## src/rtl/omci_pkg.sv

```systemverilog
// ----------------------------------------------------------------------------
// omci_pkg : shared types and constants of the octree Morton cell locator
// Field widths, register codes, queue entry layout and the level base helper.
// ----------------------------------------------------------------------------
package omci_pkg;

	// fixed field widths
	localparam int HALF_BITS     = 23;
	localparam int FIELD_BITS    = 23;
	localparam int LEVEL_BITS    = 4;
	localparam int INDEX_BITS    = 25;
	localparam int M_DATA_BITS   = 32;
	localparam int CFG_ADDR_BITS = 3;

	// divider operand: a shifted corner below 2*field_size
	localparam int DIV_BITS = FIELD_BITS + 1;

	// two corners of three axes each
	localparam int NCOORD = 6;

	// entries in the queue between front and back
	localparam int QUEUE_DEPTH = 4;

	// half extent is subtracted for A.x, B.y, B.z (one bit per coordinate)
	localparam logic [NCOORD-1:0] HALF_SUB = 6'b110001;

	// configuration register codes
	typedef enum logic [CFG_ADDR_BITS-1:0] {
		REG_CENTER_X   = 3'd0,
		REG_CENTER_Y   = 3'd1,
		REG_CENTER_Z   = 3'd2,
		REG_HALF_X     = 3'd3,
		REG_HALF_Y     = 3'd4,
		REG_HALF_Z     = 3'd5,
		REG_FIELD_SIZE = 3'd6,
		REG_MAX_LEVEL  = 3'd7
	} cfg_reg_t;

	// range class of one shifted corner coordinate
	typedef struct packed {
		logic below;
		logic above;
	} coord_cls_t;

	typedef coord_cls_t [NCOORD-1:0] cls_vec_t;

	// one request as it waits in the queue
	typedef struct packed {
		cls_vec_t                           cls;
		logic [NCOORD-1:0][DIV_BITS-1:0]    num;
	} q_entry_t;

	// queue status seen by both sides
	typedef struct packed {
		logic full;
		logic empty;
	} q_status_t;

	// first index of a level: (8^level - 1) / 7, a 1 in every third bit
	function automatic logic [31:0] base_of(input logic [LEVEL_BITS-1:0] level);
		logic [31:0] b;
		b = '0;
		for (int k = 0; k < 10; k++) begin
			if (k < int'(level))
				b[3*k] = 1'b1;
		end
		return b;
	endfunction

endpackage

```

## src/rtl/omci_front.sv

```systemverilog
// ----------------------------------------------------------------------------
// omci_front : request intake and corner classification
// Forms the six shifted corner coordinates and marks those outside the field.
// ----------------------------------------------------------------------------
module omci_front #(
	parameter int COORD_BITS = 24,
	parameter int NUM_W      = 27
) (
	input  logic                                  clk,
	input  logic                                  arst_n,
	input  logic                                  s_valid,
	output logic                                  s_ready,
	input  logic [2:0][COORD_BITS-1:0]            pos,
	input  logic [2:0][COORD_BITS-1:0]            center,
	input  logic [2:0][omci_pkg::HALF_BITS-1:0]   half,
	input  logic [omci_pkg::FIELD_BITS-1:0]       fs,
	input  omci_pkg::q_status_t                   q_status,
	output logic                                  push,
	output omci_pkg::q_entry_t                    entry
);
	import omci_pkg::*;

	logic                          front_en;
	logic                          vld_s1, vld_s2;
	logic [2:0][NUM_W-1:0]         pc_s1;
	logic [2:0][NUM_W-1:0]         pc_nxt;
	logic [NCOORD-1:0][NUM_W-1:0]  num_s2;
	logic [NCOORD-1:0][NUM_W-1:0]  num_nxt;
	logic [NUM_W-1:0]              two_fs;

	// stall the front only when the queue has no room
	assign front_en = !q_status.full;
	assign s_ready  = front_en;
	assign push     = vld_s2 && front_en;
	assign two_fs   = NUM_W'({fs, 1'b0});

	// stage 1: 2*(pos + center) + field_size per axis
	always_comb begin
		for (int a = 0; a < 3; a++) begin
			pc_nxt[a] = ((NUM_W'($signed(pos[a])) + NUM_W'($signed(center[a]))) << 1)
				+ NUM_W'(fs);
		end
	end

	// stage 2: add or subtract twice the half extent per corner
	always_comb begin
		for (int k = 0; k < 2; k++) begin
			for (int a = 0; a < 3; a++) begin
				if (HALF_SUB[3*k+a])
					num_nxt[3*k+a] = pc_s1[a] - NUM_W'({half[a], 1'b0});
				else
					num_nxt[3*k+a] = pc_s1[a] + NUM_W'({half[a], 1'b0});
			end
		end
	end

	// valid flags
	always_ff @(posedge clk or negedge arst_n) begin
		if (!arst_n) begin
			vld_s1 <= 1'b0;
			vld_s2 <= 1'b0;
		end else if (front_en) begin
			vld_s1 <= s_valid;
			vld_s2 <= vld_s1;
		end
	end

	// payload
	always_ff @(posedge clk) begin
		if (front_en) begin
			pc_s1  <= pc_nxt;
			num_s2 <= num_nxt;
		end
	end

	// classify: negative is below, 2*field_size or more is above
	always_comb begin
		for (int c = 0; c < NCOORD; c++) begin
			entry.num[c]       = num_s2[c][DIV_BITS-1:0];
			entry.cls[c].below = num_s2[c][NUM_W-1];
			entry.cls[c].above = !num_s2[c][NUM_W-1] && (num_s2[c] >= two_fs);
		end
	end

endmodule

```

## config.mk

```make
export PLATFORM = sky130hd
export DESIGN_NAME = omci_front
export DESIGN_NICKNAME = d
export VERILOG_FILES = /design/src/rtl/omci_pkg.sv /design/src/rtl/omci_front.sv
export SDC_FILE = /design/constraint.sdc
export NUM_CORES = 1
export LEC_CHECK = 0
export BUFFER_PORTS_ARGS = -buffer_cell sky130_fd_sc_hd__buf_4
export CAP_MARGIN = 30
export CORE_UTILIZATION = 50
export DETAILED_ROUTE_END_ITERATION = 8
export PLACE_DENSITY_LB_ADDON = 0.2
export SETUP_SLACK_MARGIN = 0.02
export SLEW_MARGIN = 20
export SYNTH_ARGS = -nofsm -noshare
export SYNTH_HDL_FRONTEND = slang
export SYNTH_SLANG_ARGS = --single-unit
```

## constraint.sdc

```tcl
create_clock -name clk -period 7.4 [get_ports clk]
set_clock_uncertainty 0.15 [all_clocks]
set_input_delay 0.37 -clock clk [delete_from_list [all_inputs] [get_ports clk]]
set_output_delay 0.37 -clock clk [all_outputs]
set_load 0.05 [all_outputs]
```

# Word level (Yosys, flattened, before mapping)
# Index checks and enable logic that the tools add are counted.
[op_classes]
add_sub_neg = 12
n_lt_le_gt_ge = 6
reduce_logical = 14
[op_table]
columns = ["operator", "count"]
rows = [
  [">= comparator 27 x 24 -> 1 bit", 6],
  ["adder 26 x 24 -> 27 bit", 3],
  ["adder 27 x 24 -> 27 bit", 3],
  ["subtractor 27 x 24 -> 27 bit", 3],
  ["adder 24 x 24 -> 25 bit", 3],
  ["logical AND 1 bit", 7],
  ["logical NOT 1 bit", 7],
]
[word_totals]
register_bits = 245
output_inout_bits = 158
wordCells = 43

# Logic depth before layout (Yosys ltp)
[logic_depth]
word_depth = 2
depth_mapped = 22

# Worst setup path before layout
# Ideal clock, no wire load.
[synth_path]
path_type = "input port to flip-flop"
startpoint = "input q_status[1] (netlist bit)"
endpoint = "register num_s2 (netlist bit entry[0]) (enable)"
setup_time_ns = 0.597
t_arrival_ns = 5.140
setup_slack_ns = 1.512
cell_stages = 1
n_path_buf = 0
cell_sequence = "inv_1"
[synth_rtl]
columns = ["item", "line_no", "source"]
rows = [
  ["start, declared", "omci_front.sv:17", "input omci_pkg::q_status_t q_status,"],
  ["end signal, assigned", "omci_front.sv:72", "num_s2 <= num_nxt;"],
  ["end, declared", "omci_front.sv:27", "logic [NCOORD-1:0][NUM_W-1:0] num_s2;"],
]
# No word-level cell between the ends.

==> impl_metrics.yaml <==
logic_synthesis:
  synth_area_mm2: 0.0242
  synth_seq_cells: 235
  synth_simple_gate_area_frac: 0.118
  synth_adder_area_share: 0.224
  synth_top_area_frac: 0.289
  postSynthAreaPerCell_um2: 9.33
  number_of_synthesis_warnings: 0
  synth.area.mux_share: 0.000930
  synth_largest_area_cell: "edfxtp_1"
  synth_top_flop_cell: "edfxtp_1"
  synth.net_count: 3261
  synth_top_family_by_area: "adder cells"
  synth_enable_flop_cells: 233
  synth_area_in_compound_gates: 0.187
  synth_xor_xnor_area_share: 0.0919
  synth.area.top_cells: "edfxtp_1 (29%), ha_1 (21%), xnor2_1 (6.8%)"
  yosysSeqAreaShare: 0.291
  synth_async_sr_flop_share: 0.00851
  postSynthCellCount: 2594
  synthDistinctLibCells: 80
sta:
  rsz0062_at_grt: "false"
  timing_worst_slew_pin_value_ns: 1.10
  finalCriticalPeriod_ns: 4.55
  final.period_utilization: 0.615
  achievable-frequency_mhz: 220
  total_negative_setup_slack_ns: 0
  max_slew_margin: 0.257
  final-setup-viol-count: 0
  timing.final.max_slew_violations: 0
  timing_hold_violations_final: 0
grt:
  first_global_vias: 19900
  grt_overflow_total: 0
  largest_net_degree_at_the_start_of_global_routing: 124
  number_of_antenna_violations_at_the_first_check_in_global_routing: 16
  grt.total_usage: 0.264
  grt_first_pass_wirelength_um: 101000
critical_path:
  worst_setup_path_start_kind: "primary input"
  worst-endpoint-arrival_ns: 4.70
  critPathRequiredTime_ns: 7.55
  path_type_of_the_worst_setup_path: "in -> reg"
  worstPathMaxFanout: 4
  timing.critical_path.to_type: "flip-flop"
floorplanning:
  dieHeight_um: 222
  design.core.area_mm2: 0.0477
  initial_utilization: 0.507
  die_area_mm2: 0.0493
  die_width_um: 222
  row_count: 80
  num_io_pins: 399
route:
  ant_nets: 0
  total_wire_length_after_detailed_routing_um: 67000
  drc_errors: 0
  drt-wirelength-per-cell_um: 19.2
  drtPass1Iterations: 6
  avgViaCountPerCell: 5.67
  violation_count_after_the_first_detailed_route_iteration: 1262
  route.vias.total: 19800
cts:
  worst_setup_hold_path_clk_slew_ns: 0.06
  tritoncts: "yes"
  post_cts_sizing_count: 0
  cts_num_sinks: 235
  htreeDepth: 1
  cts_root_buf: "clkbuf_16"
  worstSkewPairLatency_ns: 0.56
  cts_buffers: 26
  max-clock-path-buffers: 3
place:
  placement.io_buffers: 397
  detailed_place_hpwl_um: 57300
  gp_routability_congestion: 0.972
finish:
  synthToLayoutAreaGrowth_pct: 14.5
  layout.cells.most_common_list: "ha_1 (414), buf_4 (399), edfxtp_1 (233)"
  drive_gt1_frac: 0.168
  nets_finish: 3512
  layout.cells.most_common: "ha_1"
outcome:
  run_status: "complete, no violations"
run:
  maxCapViolations: 0
power:
  cellLeakagePower_nw: 12.6
  power_per_cell_area_mw_per_mm2: 352
  vdd.ir_drop.worst_uv: 174
  report.power.total_mw: 9.76
min_path:
  min_path_type: "in -> reg"
[cell type report]
type / instances / area (um2)
fillers: 4154 / 20000
multi-input cells: 1953 / 15100
flip-flops and latches: 235 / 7050
repair buffers: 405 / 3060
inverters: 224 / 848
well taps: 615 / 769
clock buffers: 29 / 683
clock inverters: 19 / 243
diodes: 5 / 12.5
[state kept, by name, indices dropped and copies added (netlist names)]
| name | cells |
|---|---|
| entry | 142 |
| vld_s1 | 1 |
| num_s2 | 12 |
| vld_s2 | 1 |
| pc_s1 | 79 |
[metal layers]
metal  routed length [um]  up-vias  GRT usage  part of all wire
met2                33200      634      0.486              0.49
li1                     -     9727          -                 -
met1                26500     9227      0.292              0.40
met5                  124        -          0            0.0018
met4                 2420       20      0.101             0.036
met3                 4850      146     0.0612             0.072
[power breakdown]
group	switching [mW]	internal [mW]	total [mW]
logic	3.59	2.18	5.77
registers	0.366	2.23	2.60
clock network	0.551	0.844	1.39
total	4.51	5.25	9.76
[cell usage after synthesis, drive strengths merged, types with 5 or more instances]
| master | count |
|---|---|
| o22ai | 6 |
| a21o | 78 |
| o41ai | 13 |
| nor2 | 197 |
| nand3 | 33 |
| nor3 | 42 |
| nand2 | 86 |
| nor2b | 53 |
| xor2 | 67 |
| clkbuf | 28 |
| o31ai | 12 |
| a21boi | 6 |
| nand4b | 6 |
| inv | 224 |
| o2111ai | 10 |
| o211ai | 20 |
| o21ai | 124 |
| or3 | 17 |
| xnor2 | 187 |
| and2 | 9 |
| o31a | 9 |
| and3 | 15 |
| a41oi | 7 |
| edfxtp | 233 |
| buf | 154 |
| a211oi | 20 |
| nand2b | 49 |
| o21a | 41 |
| nor4 | 18 |
| a31oi | 16 |
| ha | 414 |
| or2 | 7 |
| a31o | 5 |
| o21bai | 52 |
| a21oi | 229 |
| nand4 | 33 |
| fa | 12 |
[through the flow]
| step | setup slack (ns) | hold slack, ns | area, um2 | std cells | util |
|---|---|---|---|---|---|
| finish | 2.85 | 0.0565 | 27700 | 3485 | 0.581 |
| CTS | 2.89 | 0.0308 | 27700 | 3480 | 0.580 |
| global placement | 2.39 | 0.00200 | 26700 | 3426 | 0.560 |
| detailed placement | 2.31 | 0.00416 | 26700 | 3426 | 0.560 |
| floorplan | 1.51 | -0.0756 | 24200 | 2594 | - |
| global route | 2.60 | 0.0467 | 27700 | 3482 | 0.581 |
[timing repair]
action,CTS,global route
hold buffers,6,0
setup endpoints to repair,0,0
endpoints found under the hold margin,5,0
setup buffers,0,0
[worst max-delay path, stage by stage]
cell and delay [ns]:
buf_4 0.12, ha_1 0.30, a211oi_1 0.24, nor2_1 0.11
or4_1 0.40, o2111ai_1 0.25, nand2b_1 0.16, xor2_1 0.18
ha_1 0.23, or2_2 0.32, or3_1 0.32, o211ai_1 0.23
a41oi_1 0.23, o211ai_1 0.32, a31oi_1 0.18, a21oi_1 0.26
o21bai_1 0.09, a21o_1 0.23, nand3_1 0.11, xnor2_1 0.06
[path summary, 6_finish.rpt]
kind | cells after the start | slack (ns) | end | from
min in group asynchronous | 3 | 0.53 | vld_s1$_DFFE_PN0N_ | arst_n
min reg2reg | 0 | 0.27 | entry[0]$_DFFE_PN_ | pc_s1[0]$_DFFE_PN_
max | 20 | 2.85 | pc_s1[25]$_DFFE_PN_ | pos[1]
max in group asynchronous | 3 | 6.45 | vld_s2$_DFFE_PN0N_ | arst_n
max reg2reg | 14 | 3.38 | num_s2[25]$_DFFE_PN_ | pc_s1[1]$_DFFE_PN_
min | 2 | 0.06 | pc_s1[28]$_DFFE_PN_ | fs[1]
[cells by family after synthesis]
family / count (synthesis)
AO/OA/AOI/OAI: 691
XOR/XNOR: 254
adder cells (fa/ha/maj): 426
buffers and inverters: 406
flip-flops: 235
multiplexers: 2
AND/OR/NAND/NOR: 580
No activity file was read; power rests on OpenSTA's default activity.
