$ cat src/rtl/omci_pkg.sv
// ----------------------------------------------------------------------------
// omci_pkg : shared types and constants of the octree Morton cell locator
// Field widths, register codes, queue entry layout and the level base helper.
// ----------------------------------------------------------------------------
package omci_pkg;

	// fixed field widths
	localparam int HALF_BITS     = 23;
	localparam int FIELD_BITS    = 23;
	localparam int LEVEL_BITS    = 4;
	localparam int INDEX_BITS    = 25;
	localparam int M_DATA_BITS   = 32;
	localparam int CFG_ADDR_BITS = 3;

	// divider operand: a shifted corner below 2*field_size
	localparam int DIV_BITS = FIELD_BITS + 1;

	// two corners of three axes each
	localparam int NCOORD = 6;

	// entries in the queue between front and back
	localparam int QUEUE_DEPTH = 4;

	// half extent is subtracted for A.x, B.y, B.z (one bit per coordinate)
	localparam logic [NCOORD-1:0] HALF_SUB = 6'b110001;

	// configuration register codes
	typedef enum logic [CFG_ADDR_BITS-1:0] {
		REG_CENTER_X   = 3'd0,
		REG_CENTER_Y   = 3'd1,
		REG_CENTER_Z   = 3'd2,
		REG_HALF_X     = 3'd3,
		REG_HALF_Y     = 3'd4,
		REG_HALF_Z     = 3'd5,
		REG_FIELD_SIZE = 3'd6,
		REG_MAX_LEVEL  = 3'd7
	} cfg_reg_t;

	// range class of one shifted corner coordinate
	typedef struct packed {
		logic below;
		logic above;
	} coord_cls_t;

	typedef coord_cls_t [NCOORD-1:0] cls_vec_t;

	// one request as it waits in the queue
	typedef struct packed {
		cls_vec_t                           cls;
		logic [NCOORD-1:0][DIV_BITS-1:0]    num;
	} q_entry_t;

	// queue status seen by both sides
	typedef struct packed {
		logic full;
		logic empty;
	} q_status_t;

	// first index of a level: (8^level - 1) / 7, a 1 in every third bit
	function automatic logic [31:0] base_of(input logic [LEVEL_BITS-1:0] level);
		logic [31:0] b;
		b = '0;
		for (int k = 0; k < 10; k++) begin
			if (k < int'(level))
				b[3*k] = 1'b1;
		end
		return b;
	endfunction

endpackage

$ cat src/rtl/omci_queue.sv
// ----------------------------------------------------------------------------
// omci_queue : short request queue between front and back
// Small register file with head/tail pointers and a fill count.
// ----------------------------------------------------------------------------
module omci_queue (
	input  logic                 clk,
	input  logic                 arst_n,
	input  logic                 push,
	input  omci_pkg::q_entry_t   wr_entry,
	input  logic                 pop,
	output omci_pkg::q_entry_t   rd_entry,
	output omci_pkg::q_status_t  status
);
	import omci_pkg::*;

	localparam int PTR_W = $clog2(QUEUE_DEPTH);

	q_entry_t          entries_q [QUEUE_DEPTH];
	logic [PTR_W-1:0]  wr_ptr_q, rd_ptr_q;
	logic [PTR_W:0]    count_q;

	assign status.full  = (count_q == (PTR_W+1)'(QUEUE_DEPTH));
	assign status.empty = (count_q == '0);
	assign rd_entry     = entries_q[rd_ptr_q];

	// pointers and fill count
	always_ff @(posedge clk or negedge arst_n) begin
		if (!arst_n) begin
			wr_ptr_q <= '0;
			rd_ptr_q <= '0;
			count_q  <= '0;
		end else begin
			if (push)
				wr_ptr_q <= wr_ptr_q + 1'b1;
			if (pop)
				rd_ptr_q <= rd_ptr_q + 1'b1;
			case ({push, pop})
				2'b10:   count_q <= count_q + 1'b1;
				2'b01:   count_q <= count_q - 1'b1;
				default: count_q <= count_q;
			endcase
		end
	end

	// storage
	always_ff @(posedge clk) begin
		if (push)
			entries_q[wr_ptr_q] <= wr_entry;
	end

endmodule

$ cat config.mk
export PLATFORM = sky130hd
export DESIGN_NAME = omci_queue
export DESIGN_NICKNAME = d
export VERILOG_FILES = /design/src/rtl/omci_pkg.sv /design/src/rtl/omci_queue.sv
export SDC_FILE = /design/constraint.sdc
export NUM_CORES = 1
export LEC_CHECK = 0
export BUFFER_PORTS_ARGS = -buffer_cell sky130_fd_sc_hd__buf_2
export CAP_MARGIN = 20
export CORE_MARGIN = 8
export CORE_UTILIZATION = 39
export DETAILED_ROUTE_END_ITERATION = 6
export PLACE_DENSITY_LB_ADDON = 0.05
export SETUP_SLACK_MARGIN = 0.5
export SKIP_LAST_GASP = 1
export SLEW_MARGIN = 20
export SYNTH_ARGS = -nofsm -noshare
export SYNTH_HDL_FRONTEND = slang
export SYNTH_SLANG_ARGS = --single-unit
$ cat constraint.sdc
create_clock -name clk -period 4.6 [get_ports clk]
set_input_delay 0 -clock clk [delete_from_list [all_inputs] [get_ports clk]]
set_output_delay 0 -clock clk [all_outputs]
set_load 0.01 [all_outputs]
After elaboration in Yosys (flattened, before gate mapping)
Memories as Yosys holds them, arrays and structs flattened.
Cells that the tools add are included.
{"block": "totals", "register_bits": 7, "mem_bits_rw": 624, "in_bits": 160, "output_inout_bits": 158, "mem_count": 1}
{"block": "op_classes", "add_sub_neg": 4, "n_eq_ne": 3, "muxes": 3, "reduce_logical": 2}
{"name": "entries_q", "depth": 4, "width": 156, "read_ports": 1, "rd_clocked_by_memory_dff": 0, "write_ports": 1, "line_no": "omci_queue.sv:18", "text": "q_entry_t entries_q [QUEUE_DEPTH];"}
{"operator": "$pmux W3 S2", "count": 1}
{"operator": "$add A2 B1 Y2 const B", "count": 2}
{"operator": "$add A3 B1 Y3 const B", "count": 1}
{"operator": "$eq A3 B3 Y1 const B", "count": 1}
{"operator": "$logic_not A3 Y1", "count": 1}
{"operator": "$sub A3 B1 Y3 const B", "count": 1}
{"operator": "$eq A2 B1 Y1 const B", "count": 1}
{"operator": "$eq A2 B2 Y1 const B", "count": 1}
{"operator": "$mux W1", "count": 2}
{"operator": "$reduce_bool A2 Y1", "count": 1}

Logic depth before layout (Yosys ltp)
Gate-level depths: netlist of run 1.
{"block": "logic_depth", "depth_word": 2, "ltp_mapped": 7, "depth_no_buf": 7}

Worst setup path before layout of run 1
No wires, ideal clock.
{"block": "synth_timing", "path_kind": "reg2reg", "startpoint": "register wr_ptr_q[0]", "endpoint": "memory entries_q[0][0] in the netlist's numbering, enable pin", "arrival_time_ns": 4.185, "required_ns": 4.066, "path_slack_ns": -0.119, "path_stages_with_launch": 4, "path_buffers": 0, "path_cell_list": "dfrtp_1 > inv_1 > ha_1 > and2_1"}
{"element": "start, declared", "line_no": "omci_queue.sv:19", "text": "logic [PTR_W-1:0] wr_ptr_q, rd_ptr_q;"}
{"element": "start signal, assigned", "line_no": "omci_queue.sv:34", "text": "wr_ptr_q <= wr_ptr_q + 1'b1;"}
{"element": "end, declared", "line_no": "omci_queue.sv:18"}
No word-level cell before the write port.

==> results.md, run 1 <==
* Status: finished clean
* RR Startpoint: wr_ptr_q[0]$_DFFE_PN0P_
* I/O Buffers at 317
* Gpl congestion at 0.6594
* Post-Synthesis Cells at 852
* CP Data Required Time at 4.60 ns
* Top post-synthesis cells by area: edfxtp_1, mux4_2, dfrtp_1, buf_6, buf_2
* Clock sink count at 631
* Final Skew at 0.01925 ns
* Yosys cell types at 19
* Drt total wl at 50.21 mm
* NumNets Final at 1547
* Top FF cell, synth: edfxtp_1
* Fraction of final layout cells with drive strength greater than 1 at 40.60%
* Post-CTS setup buffers at 0
* H-tree level count at 3
* Clock Tree Buf Depth at 3
* Yosys top cell by area: edfxtp_1
* Synth top area share at 81.78%
* Period minus WS final at 2.811 ns
* Most instantiated library cell after synthesis: edfxtp_1
* Max-cap violations at 0
* CTS tree: done
* Slowest Stage Delay on Critical Path at 1.09 ns
* Path category of the worst min-delay check: input port to register
* Drt wl/cell at 22.76 um
* Clock slew at reported path FFs at 0.06 ns
* TritonRoute pass-1 iters at 4
* Hold Startpoint: wr_entry[150]
* Worst slew pin tran at 1.013 ns
* Final Util at 49.76%
* Max IR drop VDD at 412.2 uV
* Initial core utilization at 39.12%
* Core Footprint at 58570 um^2
* Area Overhead vs Synth at 27.20%
* Critical Path End Type: primary output
* TNS Setup at 0 ns
* Root Buffer: clkbuf_16
* Count of final setup violators at 0
* RSZ-0062 raised after global routing: no
* Flop2flop setup slack at 2.36 ns
* Tot GR Track Use at 15.02%
* Min-Delay Endpoint: entries_q[2][150]$_DFFE_PP_
* Top post-synthesis cells by count: edfxtp_1, mux4_2, buf_2, buf_6, dfrtp_1
* Crit path buf inv count at 2
* Worst R2R End: entries_q[2][40]$_DFFE_PP_
* Post-Syn Nets at 1018
* Reg2reg path depth at 4
* Crit path max-delay family: flip-flops
* Critical Path Fanout Max at 42
* Final hold vios at 0
* Mean Syn Cell Area at 26.89 um^2
* Post-DP HPWL at 29.62 mm
* Final worst path period share at 61.11%
* Initial antenna violation count at 3
* EDFF count, synth at 624
* Worst EP arrival at 2.81 ns
* Worst-skew pair later-pin latency at 0.59 ns
* Seq/Total Area, Yosys at 82.54%
* Die Wd at 258.4 um
* Cell Chain, Critical Path: buf_12 -> mux4_2 -> buf_2
* CP startpoint kind: register
* Vias at 10662
* Syn Std Cell Area at 22910 um^2
* Ys Warns at 0
* GR Overflow Total at 0
* Power per cell area at 619.7 nW/um^2
* Full die area at 66760 um^2
* Hold path depth at 2
* Yosys reg bits at 631
* Leakage at 9.981 nW
* Asr flop ratio synth at 1.109%
* Antenna-violating nets left at 0
* Number of vias per cell at 4.833
* CTS buffer count at 68
* Number of global-route vias before repair at 11855
* First-pass GRT wire length at 75.73 mm
* Kind of critical path: register to primary output
* CP max stage cell: dfrtp_4
* DR iter-0 viols at 570
* Slew margin rel. at 32.46%
* DRC at 0
* Fmax at 0.3557 GHz
* Die Y at 258.4 um
* Number of I/O pins at 318
* Largest net degree at the start of global routing at 87
* Slew Viols, Final at 0
* Std-Cell Rows at 89
## repair_timing
item	4_1_cts	5_1_grt
gates resized for setup	0	0
hold buffers	160	0
endpoints found under the hold margin	638	0
## where the power goes
group | total [mW] | switching [mW] | internal (mW)
combinational | 5.15 | 2.79 | 2.35
clock | 5.03 | 2.12 | 2.91
sequential | 7.89 | 0.374 | 7.51
## cell type report
type | instances | area, um^2
diodes | 2 | 5.005
fillers | 4880 | 29430
flip-flops and latches | 631 | 18920
multi-input cells | 180 | 3720
clock buffers | 92 | 1834
clock inverters | 28 | 203.9
well taps | 773 | 967.2
repair buffers | 494 | 3473
inverters | 6 | 22.52
## sequential cells by signal (all words and copies together), names as in the netlist
| name | flops |
|---|---|
| count_q | 3 |
| entries_q | 624 |
| rd_ptr_q | 2 |
| wr_ptr_q | 2 |
## routing by layer
metal / up-vias / wire length [um] / track usage, %
li1: 4763 / - / -
met1: 5574 / 21250 / 19.30
met2: 264 / 24800 / 24.58
met3: 59 / 3219 / 4.357
met4: 2 / 935 / 4.812
met5: - / 8 / 0
## worst max path at each step
stage,startpoint,to,slack [ns],depth (start not counted)
2_1_floorplan,wr_ptr_q[0]$_DFFE_PN0P_,entries_q[2][0]$_DFFE_PP_,1.62,3
3_3_place_gp,wr_ptr_q[0]$_DFFE_PN0P_,entries_q[2][32]$_DFFE_PP_,2.26,4
3_5_place_dp,rd_ptr_q[0]$_DFFE_PN0P_,rd_entry[51],2.27,3
4_1_cts,rd_ptr_q[0]$_DFFE_PN0P_,rd_entry[51],1.63,3
5_1_grt,rd_ptr_q[0]$_DFFE_PN0P_,rd_entry[44],1.57,3
6_report,rd_ptr_q[0]$_DFFE_PN0P_,rd_entry[51],1.79,3
## placed cells by master, fill, tap and decap left out, drive strengths merged
cell type,netlist,layout
nand2,3,3
nor2,1,1
fa,1,1
diode,0,2
xor2,4,4
dfrtp,7,7
nor3,1,1
edfxtp,624,624
and2,4,4
xnor2,2,2
mux4,156,156
bufinv,0,2
ha,5,5
inv,6,10
and3,1,1
o21ai,2,2
buf,34,334
clkbuf,1,92
dlygate4sd3,0,160
clkinv,0,22
## metrics by stage
stage / power (mW) / hold slack [ns] / cells / instance area (um^2) / worst slack [ns]
after floorplan: 11.15 / -0.2956 / 852 / 22920 / 1.624
after global placement: 13.27 / -0.1475 / 1923 / 25470 / 2.264
after detailed placement: 13.28 / -0.1504 / 1923 / 25470 / 2.266
after CTS: 18.51 / 0.1140 / 2203 / 29110 / 1.626
after global routing: 19.01 / 0.1382 / 2206 / 29150 / 1.569
final: 18.06 / 0.1679 / 2206 / 29150 / 1.789
## worst reg2reg max path: cells and delay by family (launching register included)
family | cells | cell delay (ns)
AND/OR/NAND/NOR | 1 | 0.75
flip-flops | 1 | 0.42
buffers and inverters | 2 | 0.58
adder cells (fa/ha/maj) | 1 | 0.15
## kinds of logic after synthesis
group / share of synthesized area (%)
flops: 82.54
simple gates: 0.2238
compound gates: 0.04369
mux: 15.33
xor+xnor: 0.2293
buf+inv: 1.267
fa+ha+maj: 0.3604
Power figures use the tool's default switching activity.
==> run 2, diff against run 1 <==
==> constraint.sdc (replaced) <==
create_clock -name clk -period 2.6 [get_ports clk]
set_input_delay 0 -clock clk [delete_from_list [all_inputs] [get_ports clk]]
set_output_delay 0 -clock clk [all_outputs]
set_load 0.01 [all_outputs]
==> run 2 against run 1 <==
Compared with the run above: worst setup slack lost 1.4 ns; register-to-register slack lost 1.6 ns; clock skew shrank 0.011 ns; final area grew 3.1%; combinational power grew 110%.
==> results.md, run 2 (synthesis results as in run 1) <==
* Number of flip-flops in the largest register at 624 (unchanged)
* Final Util at 51.30% (+1.5 points)
* Final hold vios at 0 (unchanged)
* Max IR drop VDD at 599.6 uV (+45%)
* Slowest Stage Delay on Critical Path at 0.54 ns (-0.55 ns)
* Fillers at 4787 (-1.9%)
* Post-DP HPWL at 32.16 mm (+8.6%)
* Commonest non-fill, non-tap cell in the layout: edfxtp_1
* Vias at 11024 (+3.4%)
* Critical Path Fanout Max at 9 (-79%)
* Number of vias per cell at 4.878 (+0.92%)
* Final Skew at 0.008272 ns (-0.01098 ns)
* Root Buffer: clkbuf_16
* Area Overhead vs Synth at 31.14%
* Slew Viols, Final at 0 (unchanged)
* TritonRoute pass-1 iters at 6 (+2)
* Largest regs: entries_q (624), count_q (3)
* Worst-skew pair later-pin latency at 0.58 ns (about the same)
* Initial core utilization at 39.12% (unchanged)
* Number of I/O pins at 318 (unchanged)
* Clock slew at reported path FFs at 0.05 ns (about the same)
* Register area at 18920 um^2 (unchanged)
* Initial antenna violation count at 3 (unchanged)
* Clock sink count at 631 (unchanged)
* Die Y at 258.4 um (unchanged)
* Gpl congestion at 0.7103 (+7.7%)
* TNS Setup at 0 ns (unchanged)
* Fraction of final layout cells with drive strength greater than 1 at 42.75% (+2.2 points)
* NumNets Final at 1602 (+3.6%)
* Worst slew pin tran at 0.6207 ns (-0.3924 ns)
* Cell Chain, Critical Path: buf_12 -> buf_12 -> buf_16 -> mux4_2 -> buf_2
* Core Footprint at 58570 um^2 (unchanged)
* Largest net degree at the start of global routing at 45 (-48%)
* Drt wl/cell at 23.22 um (+2.0%)
* I/O Buffers at 317 (unchanged)
* Full die area at 66760 um^2 (unchanged)
* Period minus WS final at 2.166 ns
* Fmax at 0.4616 GHz
* Path category of the worst min-delay check: input port to register
* Pre-CTS WS at 0.6904 ns (-1.575 ns)
* DRC at 0 (unchanged)
* Number of global-route vias before repair at 12403 (+4.6%)
* GR Overflow Total at 0 (unchanged)
* Total power draw at 33.55 mW (+86%)
* CP Data Required Time at 2.60 ns (-2.00 ns)
* H-tree level count at 3 (unchanged)
* Max-cap violations at 0 (unchanged)
* Largest reg by FF count: entries_q
* CTS buffer count at 68 (unchanged)
* Die Wd at 258.4 um (unchanged)
* Most frequent cells in the layout: edfxtp_1, buf_2, dlygate4sd3_1
* CP max stage cell: mux4_2
* Area taken by multi-input logic gates at 3720 um^2 (unchanged)
* Slew margin rel. at 58.62% (+26 points)
* CP startpoint kind: register
* Std-Cell Rows at 89 (unchanged)
* Drt total wl at 52.47 mm (+4.5%)
* Status: finished clean
* Kind of critical path: register to primary output
* Critical Path End Type: primary output
* RSZ-0062 raised after global routing: yes
* Power per cell area at 1117 nW/um^2 (+80%)
* Antenna-violating nets left at 0 (unchanged)
* Clock Tree Buf Depth at 3 (unchanged)
* First-pass GRT wire length at 78.34 mm (+3.4%)
* CTS tree: done
* Most used cell, CP: buf_12
* Count of final setup violators at 0 (unchanged)
* Final worst path period share at 83.32%
* Tot GR Track Use at 15.56% (+0.54 points)
* Worst EP arrival at 2.17 ns (-0.64 ns)
* DR iter-0 viols at 534 (-6.3%)
* Final setup margin at 0.4336 ns (-1.355 ns)
* Leakage at 10.43 nW (+4.5%)
run 2: final timing paths:
path / depth (start not counted) / slack (ns) / start / endpoint
min in group asynchronous: 3 / 0.44 / arst_n / count_q[2]$_DFFE_PN0P_
worst min-delay path: 2 / 0.18 / wr_entry[106] / entries_q[3][106]$_DFFE_PP_
worst min register to register: 1 / 0.49 / count_q[2]$_DFFE_PN0P_ / count_q[2]$_DFFE_PN0P_
max in group asynchronous: 3 / 1.89 / arst_n / rd_ptr_q[1]$_DFFE_PN0P_
worst max register to register: 4 / 0.74 / wr_ptr_q[0]$_DFFE_PN0P_ / entries_q[2][24]$_DFFE_PP_
worst max-delay path: 5 / 0.43 / rd_ptr_q[0]$_DFFE_PN0P_ / rd_entry[76]
run 2: what timing repair did:
item | in CTS | in global routing
setup endpoints to repair | 156 | 152
gates cloned | 6 | 3
buffers inserted | 17 | 2
hold endpoints to repair | 638 | 0
resized for setup | 16 | 7
hold buffers | 160 | 0
run 2: where the power goes:
part	total [mW]	internal (mW)	switching (mW)
Clock	9.05	5.40	3.65
Combinational	10.8	5.24	5.60
Sequential	13.7	13.3	0.386
Total	33.6	23.9	9.64
run 2: metal layers:
layer  vias up  share of wire, %  global-route usage, %
li1       4889                 -                      -
met1      5820                42                  19.94
met2       245                51                  26.30
met3        70               5.3                  3.686
met4         0               1.9                  4.656
met5         -                 0                      0
run 2: critical path: cells and delay by family (launching register included):
kind	cells	cell delay, ns
flops	1	0.43
mux	1	0.54
buf+inv	4	0.63
run 2: stage by stage:
| step | cells | area [um^2] | hold WS [ns] |
|---|---|---|---|
| 2_1_floorplan | 852 | 22920 | -0.2956 |
| 3_3_place_gp | 1951 | 25810 | -0.1553 |
| 3_5_place_dp | 1951 | 25810 | -0.1555 |
| 4_1_cts | 2251 | 29930 | 0.1260 |
| 5_1_grt | 2259 | 30050 | 0.1547 |
| 6_report | 2260 | 30050 | 0.1761 |
run 2: final cells by class:
cell class | count | share of cell area [%]
Sequential cell | 631 | 62.97
Timing Repair Buffer | 549 | 14.39
Multi-Input combinational cell | 180 | 12.38
Clock buffer | 95 | 6.354
Tap cell | 773 | 3.219
Clock inverter | 22 | 0.5871
Inverter | 6 | 0.07495
Antenna cell | 4 | 0.03331
