File: config.mk
export PLATFORM = sky130hd
export DESIGN_NAME = omci_back
export DESIGN_NICKNAME = d
export VERILOG_FILES = /design/src/rtl/omci_pkg.sv /design/src/rtl/omci_back.sv
export SDC_FILE = /design/constraint.sdc
export NUM_CORES = 2
export LEC_CHECK = 0
export ABC_AREA = 0
export ABC_CLOCK_PERIOD_IN_PS = 60100
export BUFFER_PORTS_ARGS = -buffer_cell sky130_fd_sc_hd__buf_2
export CAP_MARGIN = 40
export CELL_PAD_IN_SITES_DETAIL_PLACEMENT = 0
export CELL_PAD_IN_SITES_GLOBAL_PLACEMENT = 2
export CORE_ASPECT_RATIO = 0.6
export CORE_MARGIN = 5
export CORE_UTILIZATION = 30
export DETAILED_ROUTE_END_ITERATION = 8
export PLACE_DENSITY = 0.73
export SLEW_MARGIN = 20
export SYNTH_ARGS = -nofsm -noshare
export SYNTH_HDL_FRONTEND = slang
export SYNTH_SLANG_ARGS = --single-unit
File: constraint.sdc
create_clock -name clk -period 60.1 [get_ports clk]
set_input_delay 0 -clock clk [delete_from_list [all_inputs] [get_ports clk]]
set_output_delay 0 -clock clk [all_outputs]
set_load 0.01 [all_outputs]
File: src/rtl/omci_pkg.sv
// ----------------------------------------------------------------------------
// omci_pkg : shared types and constants of the octree Morton cell locator
// Field widths, register codes, queue entry layout and the level base helper.
// ----------------------------------------------------------------------------
package omci_pkg;

	// fixed field widths
	localparam int HALF_BITS     = 23;
	localparam int FIELD_BITS    = 23;
	localparam int LEVEL_BITS    = 4;
	localparam int INDEX_BITS    = 25;
	localparam int M_DATA_BITS   = 32;
	localparam int CFG_ADDR_BITS = 3;

	// divider operand: a shifted corner below 2*field_size
	localparam int DIV_BITS = FIELD_BITS + 1;

	// two corners of three axes each
	localparam int NCOORD = 6;

	// entries in the queue between front and back
	localparam int QUEUE_DEPTH = 4;

	// half extent is subtracted for A.x, B.y, B.z (one bit per coordinate)
	localparam logic [NCOORD-1:0] HALF_SUB = 6'b110001;

	// configuration register codes
	typedef enum logic [CFG_ADDR_BITS-1:0] {
		REG_CENTER_X   = 3'd0,
		REG_CENTER_Y   = 3'd1,
		REG_CENTER_Z   = 3'd2,
		REG_HALF_X     = 3'd3,
		REG_HALF_Y     = 3'd4,
		REG_HALF_Z     = 3'd5,
		REG_FIELD_SIZE = 3'd6,
		REG_MAX_LEVEL  = 3'd7
	} cfg_reg_t;

	// range class of one shifted corner coordinate
	typedef struct packed {
		logic below;
		logic above;
	} coord_cls_t;

	typedef coord_cls_t [NCOORD-1:0] cls_vec_t;

	// one request as it waits in the queue
	typedef struct packed {
		cls_vec_t                           cls;
		logic [NCOORD-1:0][DIV_BITS-1:0]    num;
	} q_entry_t;

	// queue status seen by both sides
	typedef struct packed {
		logic full;
		logic empty;
	} q_status_t;

	// first index of a level: (8^level - 1) / 7, a 1 in every third bit
	function automatic logic [31:0] base_of(input logic [LEVEL_BITS-1:0] level);
		logic [31:0] b;
		b = '0;
		for (int k = 0; k < 10; k++) begin
			if (k < int'(level))
				b[3*k] = 1'b1;
		end
		return b;
	endfunction

endpackage

File: src/rtl/omci_back.sv
// ----------------------------------------------------------------------------
// omci_back : cell coordinate divider, Morton interleave and index
// One quotient bit per divider stage, then clamp, interleave, climb, index.
// ----------------------------------------------------------------------------
module omci_back #(
	parameter int LEVEL_LIMIT = 8
) (
	input  logic                                clk,
	input  logic                                arst_n,
	input  omci_pkg::q_entry_t                  rd_entry,
	input  omci_pkg::q_status_t                 q_status,
	output logic                                pop,
	input  logic [omci_pkg::DIV_BITS-1:0]       two_fs,
	input  logic [omci_pkg::LEVEL_BITS-1:0]     lvl,
	input  logic                                m_ready,
	output logic                                m_valid,
	output logic [omci_pkg::INDEX_BITS-1:0]     cell_index,
	output logic [omci_pkg::LEVEL_BITS-1:0]     cell_level,
	output logic                                clamped
);
	import omci_pkg::*;

	localparam int CODE_W = 3 * LEVEL_LIMIT;
	localparam int SUM_W  = (CODE_W + 1 > INDEX_BITS) ? CODE_W + 1 : INDEX_BITS;

	logic back_en;

	// divider stages
	logic                    vld_sd [LEVEL_LIMIT];
	logic [DIV_BITS-1:0]     rem_sd [LEVEL_LIMIT][NCOORD];
	logic [LEVEL_LIMIT-1:0]  quo_sd [LEVEL_LIMIT][NCOORD];
	cls_vec_t                cls_sd [LEVEL_LIMIT];

	logic [DIV_BITS-1:0]     div_in  [LEVEL_LIMIT][NCOORD];
	logic [LEVEL_LIMIT-1:0]  quo_in  [LEVEL_LIMIT][NCOORD];
	logic [DIV_BITS-1:0]     rem_nxt [LEVEL_LIMIT][NCOORD];
	logic [LEVEL_LIMIT-1:0]  quo_nxt [LEVEL_LIMIT][NCOORD];

	// finish stage
	logic                    vld_s1;
	logic [CODE_W-1:0]       code_a_s1, code_b_s1;
	logic                    clamp_s1;
	logic [LEVEL_LIMIT-1:0]  coord [NCOORD];
	logic [CODE_W-1:0]       code_a_nxt, code_b_nxt;
	logic [LEVEL_BITS-1:0]   shift;
	logic [LEVEL_LIMIT-1:0]  top;

	// output stage
	logic                    m_valid_q;
	logic [INDEX_BITS-1:0]   cell_index_q;
	logic [LEVEL_BITS-1:0]   cell_level_q;
	logic                    clamped_q;
	logic [CODE_W-1:0]       diff;
	logic [LEVEL_BITS-1:0]   climb;
	logic [LEVEL_BITS-1:0]   level_nxt;
	logic [5:0]              code_sh;
	logic [SUM_W-1:0]        index_sum;

	// whole back end advances unless a result is waiting
	assign back_en = !m_valid_q || m_ready;
	assign pop     = back_en && !q_status.empty;

	// one restoring step: shift remainder, compare with divisor, subtract
	function automatic logic [DIV_BITS:0] div_step(input logic [DIV_BITS-1:0] r,
		input logic [DIV_BITS-1:0] d);
		logic [DIV_BITS:0] t;
		logic              ge;
		logic [DIV_BITS:0] n;
		t  = {r, 1'b0};
		ge = (t >= {1'b0, d});
		n  = ge ? (t - {1'b0, d}) : t;
		return {ge, n[DIV_BITS-1:0]};
	endfunction

	// divider stage inputs and steps
	always_comb begin
		logic [DIV_BITS:0] step;
		for (int c = 0; c < NCOORD; c++) begin
			div_in[0][c] = rd_entry.num[c];
			quo_in[0][c] = '0;
		end
		for (int j = 1; j < LEVEL_LIMIT; j++) begin
			for (int c = 0; c < NCOORD; c++) begin
				div_in[j][c] = rem_sd[j-1][c];
				quo_in[j][c] = quo_sd[j-1][c];
			end
		end
		for (int j = 0; j < LEVEL_LIMIT; j++) begin
			for (int c = 0; c < NCOORD; c++) begin
				step          = div_step(div_in[j][c], two_fs);
				rem_nxt[j][c] = step[DIV_BITS-1:0];
				quo_nxt[j][c] = LEVEL_LIMIT'({quo_in[j][c], step[DIV_BITS]});
			end
		end
	end

	// clamp, rescale to the active level and interleave
	always_comb begin
		shift      = LEVEL_BITS'(LEVEL_LIMIT) - lvl;
		top        = ~({LEVEL_LIMIT{1'b1}} << lvl);
		code_a_nxt = '0;
		code_b_nxt = '0;
		for (int c = 0; c < NCOORD; c++) begin
			if (cls_sd[LEVEL_LIMIT-1][c].above)
				coord[c] = top;
			else if (cls_sd[LEVEL_LIMIT-1][c].below)
				coord[c] = '0;
			else
				coord[c] = quo_sd[LEVEL_LIMIT-1][c] >> shift;
		end
		for (int b = 0; b < LEVEL_LIMIT; b++) begin
			for (int a = 0; a < 3; a++) begin
				code_a_nxt[3*b+a] = coord[a][b];
				code_b_nxt[3*b+a] = coord[3+a][b];
			end
		end
	end

	// highest differing group, enclosing level and linear index
	always_comb begin
		diff  = code_a_s1 ^ code_b_s1;
		climb = '0;
		for (int g = 0; g < LEVEL_LIMIT; g++) begin
			if (|diff[3*g +: 3])
				climb = LEVEL_BITS'(g + 1);
		end
		if (climb > lvl)
			climb = lvl;
		level_nxt = lvl - climb;
		code_sh   = 6'(climb) * 6'd3;
		index_sum = SUM_W'(code_a_s1 >> code_sh) + SUM_W'(base_of(level_nxt));
	end

	// valid flags
	always_ff @(posedge clk or negedge arst_n) begin
		if (!arst_n) begin
			for (int j = 0; j < LEVEL_LIMIT; j++)
				vld_sd[j] <= 1'b0;
			vld_s1    <= 1'b0;
			m_valid_q <= 1'b0;
		end else if (back_en) begin
			vld_sd[0] <= pop;
			for (int j = 1; j < LEVEL_LIMIT; j++)
				vld_sd[j] <= vld_sd[j-1];
			vld_s1    <= vld_sd[LEVEL_LIMIT-1];
			m_valid_q <= vld_s1;
		end
	end

	// payload
	always_ff @(posedge clk) begin
		if (back_en) begin
			for (int j = 0; j < LEVEL_LIMIT; j++) begin
				for (int c = 0; c < NCOORD; c++) begin
					rem_sd[j][c] <= rem_nxt[j][c];
					quo_sd[j][c] <= quo_nxt[j][c];
				end
			end
			cls_sd[0] <= rd_entry.cls;
			for (int j = 1; j < LEVEL_LIMIT; j++)
				cls_sd[j] <= cls_sd[j-1];
			code_a_s1    <= code_a_nxt;
			code_b_s1    <= code_b_nxt;
			clamp_s1     <= |cls_sd[LEVEL_LIMIT-1];
			cell_index_q <= index_sum[INDEX_BITS-1:0];
			cell_level_q <= level_nxt;
			clamped_q    <= clamp_s1;
		end
	end

	assign m_valid    = m_valid_q;
	assign cell_index = cell_index_q;
	assign cell_level = cell_level_q;
	assign clamped    = clamped_q;

endmodule

# Yosys cells after proc, flatten, opt, wreduce, memory -nomap -nowiden

Memory sizes are Yosys's and may differ from the RTL's.
Cells that the tools add are included.

Register bits: 89
Memory bits (writable): 1,632
Input port bits: 189
Output and inout port bits: 32
Word-level logic and storage cells: 232
Memories: 3

Add/sub/neg operators: 51
Multipliers: 1
Order comparisons: 58
Shifts and indexed selects: 8
Multiplexer cells: 80
Bitwise gates (word level): 2
Reduce and logical (&&, ||, !) cells: 13

Memories:

| name   | words | bits a word | read ports | clocked after Yosys merged registers in | wr ports | line            | source |
|---|---|---|---|---|---|---|---|
| rem_sd | 8     | 144         | 7          | 0                                       | 8        | omci_back.sv:30 | `logic [DIV_BITS-1:0] rem_sd [LEVEL_LIMIT][NCOORD];` |
| quo_sd | 8     | 48          | 8          | 0                                       | 8        | omci_back.sv:31 | `logic [LEVEL_LIMIT-1:0] quo_sd [LEVEL_LIMIT][NCOORD];` |
| cls_sd | 8     | 12          | 8          | 0                                       | 8        | omci_back.sv:32 | `cls_vec_t cls_sd [LEVEL_LIMIT];` |

Operators by type and width:

| kind                                                      | count |
|---|---|
| >= comparator 25 x 24 -> 1 bit                            | 48 |
| 2-to-1 mux 24 bit                                         | 48 |
| subtractor 24 bit                                         | 48 |
| 2-to-1 mux 8 bit                                          | 12 |
| >> shifter 8 x 4 -> 8 bit                                 | 6 |
| 2-to-1 mux 4 bit                                          | 8 |
| adder 25 bit                                              | 1 |
| >> shifter 24 x 6 -> 25 bit                               | 1 |
| OR reduction 3 bit                                        | 8 |
| bitwise XOR 24 bit                                        | 1 |
| less-than comparator 3 x 4 -> 1 bit, first input constant | 4 |
| 2-to-1 mux 1 bit                                          | 12 |
| OR reduction 12 bit                                       | 1 |
| less-than comparator 1 x 4 -> 1 bit, first input constant | 2 |
| less-than comparator 2 x 4 -> 1 bit, first input constant | 2 |
| inverter 8 bit                                            | 1 |
| left shift 8 x 4 -> 8 bit, first input constant           | 1 |
| multiplier 4 x 2 -> 6 bit, second input constant          | 1 |
| > comparator 4 bit                                        | 1 |
| less-than comparator 4 bit, first input constant          | 1 |
| subtractor 4 bit                                          | 1 |
| subtractor 4 bit, first input constant                    | 1 |
| zero test 1 bit                                           | 2 |
| logical AND 1 bit                                         | 1 |
| logical OR 1 bit                                          | 1 |

# Longest topological paths before layout

Depth after elaboration: 16
Depth in mapped cells: 32
Mapped depth without buffers: 29

# Least setup slack after synthesis

Ideal clock, no wire load.

Path type: flip-flop to flip-flop
Start: register m_valid_q, in the netlist m_valid
End: register cell_index_q[0], in the netlist cell_index[0], enable pin
Library setup time: 1.725 ns
Data arrival time: 27.579 ns
Required time: 58.375 ns
Slack: 30.796 ns
Stages on the path, launching flop included: 4
Path buffers: 1
Period minus slack after synthesis: 29.304 ns
Path through: dfrtp_1 > nor2b_1 > clkbuf_1 > inv_1

Longest elaborated chain between the ends: 2

RTL lines:

| item                     | line             | source |
|---|---|---|
| start: declaration       | omci_back.sv:49  | `logic m_valid_q;` |
| start signal: assignment | omci_back.sv:146 | `m_valid_q <= vld_s1;` |
| zero test 1 bit          | omci_back.sv:60  | `assign back_en = !m_valid_q \|\| m_ready;` |
| logical OR 1 bit         | omci_back.sv:60  |  |
| end signal: assignment   | omci_back.sv:165 | `cell_index_q <= index_sum[INDEX_BITS-1:0];` |
| end: declaration         | omci_back.sv:50  | `logic [INDEX_BITS-1:0] cell_index_q;` |

Every way passes these cells.
A chain may end at the register's enable or synchronous reset.

# Worst setup path in the final report

Start: register code_a_s1[18]
End: register cell_index_q[24], in the netlist cell_index[24] (data pin)

Longest elaborated chain between the ends: 10
Elaborated cells on any way between the ends: 28
Those cells by class: add/sub (2); mul (1); order compare (10); shift (1); mux (12); bitwise (1); reduce/logical (1)

RTL lines:

| item                                                                              | line             | source |
|---|---|---|
| start: declaration                                                                | omci_back.sv:41  | `logic [CODE_W-1:0] code_a_s1, code_b_s1;` |
| start signal: assignment                                                          | omci_back.sv:162 | `code_a_s1 <= code_a_nxt;` |
| parallel branches: the longest is 9 deep, another holds multiplier 4 x 2 -> 6 bit | -                |  |
| adder 25 bit (*)                                                                  | omci_back.sv:131 | `index_sum = SUM_W'(code_a_s1 >> code_sh) + SUM_W'(base_of(level_nxt));` |
| named net index_sum[24]                                                           | omci_back.sv:57  | `logic [SUM_W-1:0] index_sum;` |

Mark *: on every way through the listed nets, which the timed path passes.

==> run metrics <==
reg2reg end=cell_index[24]; Cell Area, Placed=roughly 110000 sq um; GP Congestion=~0.84; largest net degree at the start of global routing=about 170; final net count=12300; measured slew at the worst slew-check pin=1060 ps; Critical Path End=cell_index[24]; reg-to-reg startpoint=code_a_s1[18]; fmax=125 MHz; Cell Rows=between 150 and 200; wire per inst=20.7 um; status=finished clean; Pre-antenna DRT Iters=6; PortBufs=between 200 and 250; Final Hold Fails=0; reg2reg path depth=27; Max-Cap Viols=0; Clock Tree Buf Depth=4; Syn Nets=11700; Slew Limit Headroom=29.1%; RSZ-0062 raised after global routing=no; EDFF count, synth=between 1000 and 1500; post-route ant nets=0; initial DRC count=6574; TNS Setup=0 ps; Core Area=344000 sq um; vias in the first global route=76700; XOR/XNOR share of the synthesized area=5.96%; CP Max Fanout=19; Critical Path Start Type=register; Pwr Density=58.7 nW/um^2; number of setup violations in the final report=0; Crit. Startpoint=code_a_s1[18]; gr ovfl total=0; largest family of logic cells by synthesized area=compound AO/OA/AOI/OAI gates; R2R Setup Slk=52090 ps; share of cells above drive strength 1=9.93%; Die H=465 um; htree depth=4; sequential cell area=around 42000 sq um; global-route wire length before repair=482000 um; total routed wirelength=322000 um; CP top delay family=adder cells; cell count along the critical path=27; Tcrit/Tclk final=between 10% and 20%; Initial Util=about 30%; worst endpoint data arrival time=roughly 8600 ps; post-synthesis mux area share=slightly below 5%; Multi-input gate area=58500 sq um; total CTS buffers=approximately 160; Synth Register Bits=1409; Vias/cell=5.19; I/O pins=221; DP HPWL=235000 um; Post-Synth Adder-Cell Area=15.0%; CTS tree=done; Post-synth top flop=edfxtp_1; leakage=48.1 nW; Synth cell types=around 100; Layout area overhead=15.3%; Die X=768 um; root buf cell=clkbuf_16; Worst-Skew Late Latency=840 ps; Synth Warn #=0; worst hold path class=primary input to register; post-route cell area=119000 sq um; most common cell after layout, fill and taps aside=edfxtp_1; commonest cells after routing, fill and taps aside=edfxtp_1 (1399), ha_1 (1168), nand2_1 (1000), o21ai_0 (871), a21oi_1 (776); antenna violations before repair=27; post-route DRC violation count=0; vias post-DR=80800; area share of and/or/nand/nor cells after synthesis=12.9%; Total Power=6.99 mW; compound-cell area share of the yosys netlist=17.5%; Buf/Inv on CP=1; asr flop ratio synth=less than 1%; die area=~360000 sq um; final-report max-slew violation count=0; Max stage delay on crit path=slightly below 900 ps; Mapped Area=103000 sq um; post-route minimum period=8010 ps; Post-CTS Setup Repair Bufs=0; clock skew=57.2 ps; Clock Sinks=1409; Seq/Total Area, Yosys=40.9%; Clock transition at path regs=60 ps; Max IR drop VDD=0.0000320 V; Worst setup EP type=register; hold_buf cts=294; fillers=34200; Required @ worst endpoint=60640 ps; Critical-path top delay cell=fa_1; Syn Area/Cell=between 10 and 15 sq um; CP Class=register to register; Post-Syn Instances=10300; GRT Overall Usage=17.4%; post_cts resized=0
## routing by layer
metal / vias to the layer above / part of all wire, % / GRT usage [%]
li1: 39600 / - / -
met4: 6 / 1.5 / 2.67
met5: - / 0.013 / 0
met3: 312 / 6.0 / 2.26
met1: 38800 / 55 / 29.1
met2: 2203 / 37 / 23.4
## worst min path at each step
stage | depth (start not counted) | slack (ps) | start | to
after floorplan | 0 | -300 | arst_n | m_valid
after global placement | 1 | -140 | arst_n | m_valid
after detailed placement | 1 | -130 | arst_n | m_valid
after CTS | 7 | 0.6 | rd_entry[95] | rem_sd[0][48]
after global routing | 3 | 30 | rd_entry[63] | rem_sd[0][88]
final | 3 | 70 | rd_entry[62] | rem_sd[0][87]
## state kept, by name (all words and copies together) (netlist names)
register    flops
rem_sd       1008
quo_sd        216
cls_sd         96
cell_index     25
code_a_s1      24
code_b_s1      24
vld_sd          8
cell_level      4
clamp_s1        1
clamped         1
m_valid         1
vld_s1          1
## stage by stage
step / setup WS (ps) / hold slack, ps / cells / utilization [%]
5_1_grt: 51550 / 29.2 / 15600 / 34.6
3_3_place_gp: 52230 / -138 / 15000 / 32.1
3_5_place_dp: 52140 / -127 / 15000 / 32.3
4_1_cts: 52110 / 0.585 / 15600 / 34.6
6_report: 52090 / 72.2 / 15600 / 34.6
2_1_floorplan: 30800 / -296 / 10300 / -
## report_power, final
group	switching [mW]	leakage [nW]	internal (mW)
Combinational	2.23	31.4	1.60
Clock	0.418	2.50	0.577
Sequential	0.305	14.2	1.86
## worst min-delay path, delay by kind of cell
kind,cells,cell delay [ps]
muxes,1,150
buffers and inverters,2,630
## cell type report
class                      instances  area share [%]
antenna                            7          0.0147
clock buffer                     198            3.64
clock inverter                    82           0.679
inverter                         538            1.76
multi-input combinational       8131            49.0
sequential                      1409            35.5
tap                             4563            4.79
timing repair buffer             644            4.62
## synthesized netlist by cell type (23+ instances only)
cell type / instances / share of area, %
and3_1: 76 / 0.46
o211ai_1: 34 / 0.25
nand2b_1: 149 / 0.90
nor2_1: 728 / 2.6
nand2_1: 1000 / 3.6
a21boi_0: 148 / 1.1
o21ai_1: 27 / 0.13
o31ai_1: 137 / 0.99
or3_1: 66 / 0.40
ha_1: 1169 / 14
o21a_1: 145 / 1.1
a31o_2: 23 / 0.19
mux2_2: 321 / 3.5
a211o_1: 25 / 0.21
a211oi_1: 79 / 0.57
o21bai_1: 75 / 0.54
a221oi_1: 30 / 0.25
a31oi_1: 56 / 0.34
nand3_1: 121 / 0.59
and2_1: 32 / 0.19
fa_1: 44 / 0.85
xnor2_1: 430 / 3.6
xor2_1: 274 / 2.3
a21oi_1: 778 / 3.8
nand4_1: 181 / 1.1
mux2i_1: 81 / 0.78
edfxtp_1: 1399 / 41
a2111oi_0: 25 / 0.21
nor4_1: 40 / 0.24
buf_2: 23 / 0.11
or2_2: 66 / 0.40
o21ai_0: 872 / 4.2
a21o_1: 308 / 2.2
nor3_1: 162 / 0.78
mux4_2: 24 / 0.52
nor2b_1: 173 / 1.0
inv_1: 534 / 1.9
clkbuf_1: 168 / 0.61
## kinds of logic after synthesis
group / Yosys count
flops: 1409
buf+inv: 754
mux: 431
simple gates: 2860
fa+ha+maj: 1215
xor+xnor: 704
compound gates: 2921
Note: power is estimated with default switching activity, not from simulation.
